$ cat src/hw/rtl/par_pkg.sv
package par_pkg;

  localparam int ANGLE_BITS_DEF     = 16;
  localparam int TRIG_FRAC_BITS_DEF = 16;
  localparam int IN_ANGLE_BITS      = 16;
  localparam int MAX_ANGLE_BITS     = 24;
  localparam int WORK_BITS          = 30;
  localparam int SERIES_TERMS       = 6;
  localparam int RECIP_SHIFT        = 32;

  localparam logic [WORK_BITS:0] WORK_ONE = {1'b1, {WORK_BITS{1'b0}}};
  localparam logic [31:0]        PI_Q30   = 32'd3373259426;
  localparam logic [31:0]        SAT_POS  = 32'h7FFF_FFFF;
  localparam logic [31:0]        SAT_NEG  = 32'h8000_0000;

  typedef enum logic [1:0] {
    AXIS_X     = 2'd0,
    AXIS_Y     = 2'd1,
    AXIS_Z_CW  = 2'd2,
    AXIS_Z_CCW = 2'd3
  } par_axis_t;

  typedef enum logic [1:0] {
    QUAD_FIRST  = 2'd0,
    QUAD_SECOND = 2'd1,
    QUAD_THIRD  = 2'd2,
    QUAD_FOURTH = 2'd3
  } par_quad_t;

  typedef struct packed {
    par_axis_t          req_type;
    logic signed [31:0] point_x;
    logic signed [31:0] point_y;
    logic signed [31:0] point_z;
    logic signed [31:0] center_x;
    logic signed [31:0] center_y;
    logic signed [31:0] center_z;
    logic [15:0]        turn_angle;
  } par_in_t;

  typedef struct packed {
    logic signed [31:0] rotated_x;
    logic signed [31:0] rotated_y;
    logic signed [31:0] rotated_z;
    logic               clipped;
  } par_out_t;

  // Everything an item carries alongside the series evaluation.
  typedef struct packed {
    par_axis_t              req_type;
    logic signed [31:0]     point_x;
    logic signed [31:0]     point_y;
    logic signed [31:0]     point_z;
    logic signed [31:0]     center_x;
    logic signed [31:0]     center_y;
    logic signed [31:0]     center_z;
    par_quad_t              quad;
    logic                   swap;
    logic [WORK_BITS-1:0]   theta;
  } par_side_t;

  typedef struct packed {
    logic [WORK_BITS-1:0] x2;
    logic [WORK_BITS:0]   t_sin;
    logic [WORK_BITS:0]   t_cos;
    par_side_t            side;
  } par_series_t;

  function automatic logic [7:0] sin_div(input int idx);
    logic [7:0] d;
    unique case (idx)
      0:       d = 8'd156;
      1:       d = 8'd110;
      2:       d = 8'd72;
      3:       d = 8'd42;
      4:       d = 8'd20;
      5:       d = 8'd6;
      default: d = 8'd1;
    endcase
    return d;
  endfunction

  function automatic logic [7:0] cos_div(input int idx);
    logic [7:0] d;
    unique case (idx)
      0:       d = 8'd132;
      1:       d = 8'd90;
      2:       d = 8'd56;
      3:       d = 8'd30;
      4:       d = 8'd12;
      5:       d = 8'd2;
      default: d = 8'd1;
    endcase
    return d;
  endfunction

endpackage

$ cat src/hw/rtl/par_front.sv
module par_front #(
  parameter int ANGLE_BITS = par_pkg::ANGLE_BITS_DEF
) (
  input  logic                 clk,
  input  logic                 rst_n,
  input  logic                 in_valid,
  output logic                 in_ready,
  input  par_pkg::par_in_t     in_data,
  output logic                 out_valid,
  input  logic                 out_ready,
  output par_pkg::par_series_t out_data
);

  localparam int WB       = par_pkg::WORK_BITS;
  localparam int QB       = ANGLE_BITS - 2;
  localparam int EXT_BITS = par_pkg::MAX_ANGLE_BITS;
  localparam int PAD_BITS = par_pkg::MAX_ANGLE_BITS - par_pkg::IN_ANGLE_BITS;
  localparam int PW       = QB + 32;
  localparam int DW       = 2 * WB;

  localparam logic [QB-1:0] EIGHTH = {1'b1, {(QB-1){1'b0}}};
  localparam logic [PW-1:0] RND    = PW'({1'b1, {QB{1'b0}}});

  logic en0, en1, en2;

  logic [EXT_BITS-1:0]   ang_ext;
  logic [ANGLE_BITS-1:0] phase;
  logic [QB-1:0]         rem_raw;
  logic                  fold;
  par_pkg::par_side_t    side0_nxt;

  logic                  s0_v_r;
  par_pkg::par_side_t    s0_side_r;
  logic [QB-1:0]         s0_rem_r;

  logic [PW-1:0]         theta_prod;
  par_pkg::par_side_t    side1_nxt;
  logic                  s1_v_r;
  par_pkg::par_side_t    s1_side_r;

  logic [DW-1:0]         x2_prod;
  logic                  s2_v_r;
  logic [WB-1:0]         s2_x2_r;
  par_pkg::par_side_t    s2_side_r;

  assign en2      = !s2_v_r || out_ready;
  assign en1      = !s1_v_r || en2;
  assign en0      = !s0_v_r || en1;
  assign in_ready = en0;

  // The top ANGLE_BITS of the left-aligned angle give the resized phase.
  assign ang_ext = {in_data.turn_angle, {PAD_BITS{1'b0}}};
  assign phase   = ang_ext[EXT_BITS-1 -: ANGLE_BITS];
  assign rem_raw = phase[QB-1:0];
  assign fold    = rem_raw > EIGHTH;

  always_comb begin
    side0_nxt          = '0;
    side0_nxt.req_type = in_data.req_type;
    side0_nxt.point_x  = in_data.point_x;
    side0_nxt.point_y  = in_data.point_y;
    side0_nxt.point_z  = in_data.point_z;
    side0_nxt.center_x = in_data.center_x;
    side0_nxt.center_y = in_data.center_y;
    side0_nxt.center_z = in_data.center_z;
    side0_nxt.quad     = par_pkg::par_quad_t'(phase[ANGLE_BITS-1 -: 2]);
    side0_nxt.swap     = fold;
  end

  assign theta_prod = PW'(s0_rem_r) * PW'(par_pkg::PI_Q30) + RND;
  assign x2_prod    = DW'(s1_side_r.theta) * DW'(s1_side_r.theta);

  always_comb begin
    side1_nxt       = s0_side_r;
    side1_nxt.theta = theta_prod[ANGLE_BITS-1 +: WB];
  end

  always_ff @(posedge clk) begin
    if (!rst_n) begin
      s0_v_r <= 1'b0;
      s1_v_r <= 1'b0;
      s2_v_r <= 1'b0;
    end else begin
      if (en0) s0_v_r <= in_valid;
      if (en1) s1_v_r <= s0_v_r;
      if (en2) s2_v_r <= s1_v_r;
    end
  end

  always_ff @(posedge clk) begin
    if (en0 && in_valid) begin
      s0_side_r <= side0_nxt;
      // Past the eighth turn the complement is used and sine and cosine swap.
      s0_rem_r  <= fold ? (QB'(0) - rem_raw) : rem_raw;
    end
    if (en1 && s0_v_r) begin
      s1_side_r <= side1_nxt;
    end
    if (en2 && s1_v_r) begin
      s2_side_r <= s1_side_r;
      s2_x2_r   <= x2_prod[DW-1:WB];
    end
  end

  assign out_valid      = s2_v_r;
  assign out_data.x2    = s2_x2_r;
  assign out_data.t_sin = par_pkg::WORK_ONE;
  assign out_data.t_cos = par_pkg::WORK_ONE;
  assign out_data.side  = s2_side_r;

endmodule

$ cat config.mk
export PLATFORM = sky130hd
export DESIGN_NAME = par_front
export DESIGN_NICKNAME = d
export VERILOG_FILES = /design/src/hw/rtl/par_pkg.sv /design/src/hw/rtl/par_front.sv
export SDC_FILE = /design/constraint.sdc
export NUM_CORES = 2
export LEC_CHECK = 0
export ABC_AREA = 1
export BUFFER_PORTS_ARGS = -buffer_cell sky130_fd_sc_hd__buf_2
export CORE_ASPECT_RATIO = 1.1
export CORE_MARGIN = 5
export CORE_UTILIZATION = 45
export CTS_BUF_LIST = sky130_fd_sc_hd__clkbuf_16
export CTS_CLUSTER_DIAMETER = 100
export CTS_CLUSTER_SIZE = 20
export DETAILED_ROUTE_END_ITERATION = 12
export PLACE_DENSITY = 0.66
export SYNTH_ARGS = -nofsm -noshare
export SYNTH_HDL_FRONTEND = slang
export SYNTH_SLANG_ARGS = --single-unit
export TNS_END_PERCENT = 30
$ cat constraint.sdc
create_clock -name clk -period 22.3 [get_ports clk]
set_input_delay 5.575 -clock clk [delete_from_list [all_inputs] [get_ports clk]]
set_output_delay 5.575 -clock clk [all_outputs]
set_load 0.02 [all_outputs]
* Word-level counts from Yosys, hierarchy flattened
Index checks and enable logic that the tools add are counted.
** Word-level totals
- Bits of input ports :: 214
- Output and inout port bits :: 321
- Logic and storage cells :: 49
- Register bits after elaboration :: 698
** Operators by class
- Multipliers :: 2
- Order comparisons :: 1
- Reduce and logical (&&, ||, !) cells :: 9
- $add $sub $neg :: 2
- Mux-type cells :: 1
** Operators by type and width (number)
- 30-bit by 30-bit multiplier with 60-bit output :: 1
- 45-bit by 15-bit adder with 45-bit output, second input constant :: 1
- 14-bit by 31-bit multiplier with 44-bit output, second input constant :: 1
- 14-bit > comparator, second input constant :: 1
- 14-bit two-way mux :: 1
- 1-bit by 14-bit subtractor with 14-bit output, first input constant :: 1
- 1-bit logical AND :: 3
- 1-bit logical NOT :: 3
- 1-bit logical OR :: 3

* Longest topological paths before layout
- Word-level depth :: 5
- Gate-level depth with buffers :: 32
- Depth with buffers taken out :: 31

* Least setup slack after synthesis
Ideal clock, no wire load.
- Path kind :: input to register
- Start :: input out_ready
- End :: register s2_side_r, in the netlist out_data[0], enable pin
- Setup slack :: 3.472 ns
- Setup time :: 0.961 ns
- Stages :: 2
- Arrival time :: 17.867 ns
- Buffers on the path :: 0
- Required time :: 21.339 ns
- Cell sequence :: inv_1 -> a21oi_1
** On the way
- Word-level cells in the longest chain between the ends :: 2
** RTL lines
- from (decl) :: line par_front.sv:10 : input logic out_ready,
- 1-bit logical OR :: line par_front.sv:46 : assign en2 = !s2_v_r || out_ready;
- 1-bit logical AND :: line par_front.sv:99 : if (en2 && s1_v_r) begin
- to (signal assigned) :: line par_front.sv:100 : s2_side_r <= s1_side_r;
- to (decl) :: line par_front.sv:44 : par_pkg::par_side_t s2_side_r;
No other way between the ends.
A chain may end at the register's enable or synchronous reset.

* Worst setup path after layout
- Start :: input out_ready
- End :: output in_ready
** On the way
- Word-level cells in the longest chain between the ends :: 3
** RTL lines
- 1-bit logical OR :: line par_front.sv:46
- 1-bit logical OR :: line par_front.sv:47 : assign en1 = !s1_v_r || en2;
- 1-bit logical OR :: line par_front.sv:48 : assign en0 = !s0_v_r || en1;
- to (decl) :: line par_front.sv:7 : output logic in_ready,
No other way between the ends.

==> impl_metrics.env <==
export IMPL_port_buffers=472
export IMPL_grt_pass1_vias=38500
export IMPL_crit_type="primary input to primary output"
export IMPL_finalCritPeriodShare=0.537
export IMPL_rsz0062_at_grt="no"
export IMPL_synth_compound_area_frac=0.0238
export IMPL_place_hpwl_mm=109
export IMPL_tightest_slew_ps=1140
export IMPL_crit_path_end_kind="primary output"
export IMPL_postSynth_asyncResetShare=0
export IMPL_yosysWarnings=0
export IMPL_n_fill_cell=11300
export IMPL_cts_resized=0
export IMPL_report_final_slew_viol_count=0
export IMPL_synth_simple_gate_area_share=0.0966
export IMPL_cts_buffers=45
export IMPL_io_pins=535
export IMPL_most_common_layout_cells="1464 x inv_1, 891 x nand2_1, 820 x fa_1"
export IMPL_grt_usage=0.209
export IMPL_drc_errors=0
export IMPL_hold_path_class="flip-flop to flip-flop"
export IMPL_cp_max_fo=3
export IMPL_routedWlPerCell_um=18.6
export IMPL_slew_headroom=0.242
export IMPL_dieArea_sq_um=133000
export IMPL_vias=35300
export IMPL_post_route_cells_drive_above_1_share=0.119
export IMPL_place_congestion=0.931
export IMPL_antenna_found_initial=26
export IMPL_tns_ps=0
export IMPL_post_cts_buffers=0
export IMPL_ys_seq_area_frac=0.371
export IMPL_synth_adder_area_share=0.383
export IMPL_insertion_delay_ps=640
export IMPL_synth_edf_count=695
export IMPL_vias_per_cell=4.81
export IMPL_cp_data_arrival_time_ps=6390
export IMPL_synth_flop_cell="edfxtp_1"
export IMPL_grt_pass1_wl_mm=216
export IMPL_row_count=136
export IMPL_drt_first_iter_violations=2069
export IMPL_seq_area_sq_um=20900
export IMPL_final_common_cell="inv_1"
export IMPL_maxCapViolations=0
export IMPL_antenna_left=0
export IMPL_max_freq_mhz=83.6
export IMPL_fin_crit_ps=11970
export IMPL_root_buffer="clkbuf_16"
export IMPL_synthMuxAreaShare=0
export IMPL_routed_wl_mm=136
export IMPL_die_h_um=381
export IMPL_grt_max_degree=143
export IMPL_syn_inst=5183
export IMPL_synth_seq_cells=698
export IMPL_area_growth_pct=9.85
export IMPL_synth_top_family_by_area="adder cells"
export IMPL_finalNetCount=7095
export IMPL_initial_utilization=0.452
export IMPL_outcome="finished, final reports clean"
export IMPL_clock_sinks=698
export IMPL_grt_overflow=0
export IMPL_cts_buffer_depth=3
export IMPL_dr_pass1_iters=5
export IMPL_fin_skew_ps=36.4
export IMPL_cts_tree="built"
export IMPL_syn_avg_cell_area_sq_um=10.9
export IMPL_core_sq_um=125000
export IMPL_htreeDepth=2
export IMPL_multi_input_area_sq_um=29400
export IMPL_synth_xor_xnor_area_share=0.0140
export IMPL_syn_area_sq_um=56500
export IMPL_required_ps=16730
export IMPL_die_w_um=348
export IMPL_holdBufCountCts=0
export IMPL_hold_viol=0
export IMPL_synth_distinct_cells=47
export IMPL_clkTransAtPathRegs_ps=80
export IMPL_setup_violations=0
export IMPL_worstSetupStartpointType="primary input"
## worst paths after layout
path / end / slack [ps] / start / cells past startpoint
max: in_ready / 10330 / out_ready / 6
min: out_data[207] / 410 / s1_side_r[207] / 0
max reg2reg: s2_x2_r[18] / 14180 / s1_side_r[7] / 25
min reg2reg: out_data[207] / 410 / s1_side_r[207] / 0
## routing by layer
| metal | vias up | track usage | wire [um] |
|---|---|---|---|
| met5 | - | 0 | 122 |
| met4 | 18 | 0.0656 | 5000 |
| met3 | 258 | 0.0407 | 8780 |
| met2 | 1002 | 0.381 | 70900 |
| met1 | 17500 | 0.249 | 51300 |
| li1 | 16500 | - | - |
## synth_stat cells (5+ instances only)
cell / number / area (sq um)
nor2_4: 9 / 101
nand3b_1: 6 / 45.0
nand2_1: 891 / 3340
a21o_1: 12 / 90.1
xnor2_1: 25 / 219
nor2_2: 22 / 138
nand2_2: 41 / 257
o21ai_0: 60 / 300
edfxtp_1: 695 / 20900
fa_1: 820 / 16400
nor2_1: 188 / 706
buf_1: 18 / 67.6
nor3_1: 18 / 90.1
clkbuf_1: 72 / 270
o21bai_1: 15 / 113
inv_2: 11 / 41.3
ha_1: 416 / 5200
nand3_1: 79 / 395
a21boi_0: 5 / 37.5
a31oi_1: 13 / 81.3
a21oi_1: 112 / 561
xor2_1: 65 / 569
buf_4: 63 / 473
o21a_1: 7 / 52.6
inv_1: 1453 / 5450
nand4_1: 23 / 144
nand3_2: 5 / 50.1
## stage by stage
| stage | instance area (sq um) | utilization | hold slack [ps] | cells | worst slack [ps] |
|---|---|---|---|---|---|
| 6_report | 62000 | 0.497 | 412 | 7335 | 10330 |
| 5_1_grt | 62000 | 0.496 | 418 | 7325 | 10260 |
| 4_1_cts | 62000 | 0.496 | 403 | 7323 | 10310 |
| 3_5_place_dp | 60600 | 0.485 | 405 | 7254 | 10310 |
| 3_3_place_gp | 60600 | 0.485 | 400 | 7254 | 10260 |
| 2_1_floorplan | 56700 | - | 400 | 5243 | 3470 |
## kinds of logic after synthesis
group,count (synthesis)
flip-flops,698
AND/OR/NAND/NOR,1302
AO/OA/AOI/OAI,237
adder cells (fa/ha/maj),1236
buffers and inverters,1618
other,2
XOR/XNOR,90
## area by class of cell
type | instances | share of cell area
sequential | 698 | 0.338
clock buffer | 45 | 0.0182
clock inverter | 24 | 0.00399
inverter | 1465 | 0.0889
timing repair buffer | 508 | 0.0427
multi-input combinational | 2927 | 0.475
tap | 1656 | 0.0334
antenna | 12 | 0.000484
## worst max-delay path, cell delays in order
cell and delay, ps:
buf_2 100, inv_1 150, nand2_1 110, nor2_1 150, nand2_1 120, buf_2 180
## state kept, by name, indices dropped and copies added (netlist names)
register and count:
s0_side_r 197, out_valid 1, s0_rem_r 14, out_data 227
s1_v_r 1, s0_v_r 1, s2_x2_r 30, s1_side_r 227
Power is left out: the tool's default activity adds up to more than one toggle a clock period on the data nets, which glitch-free logic cannot reach.
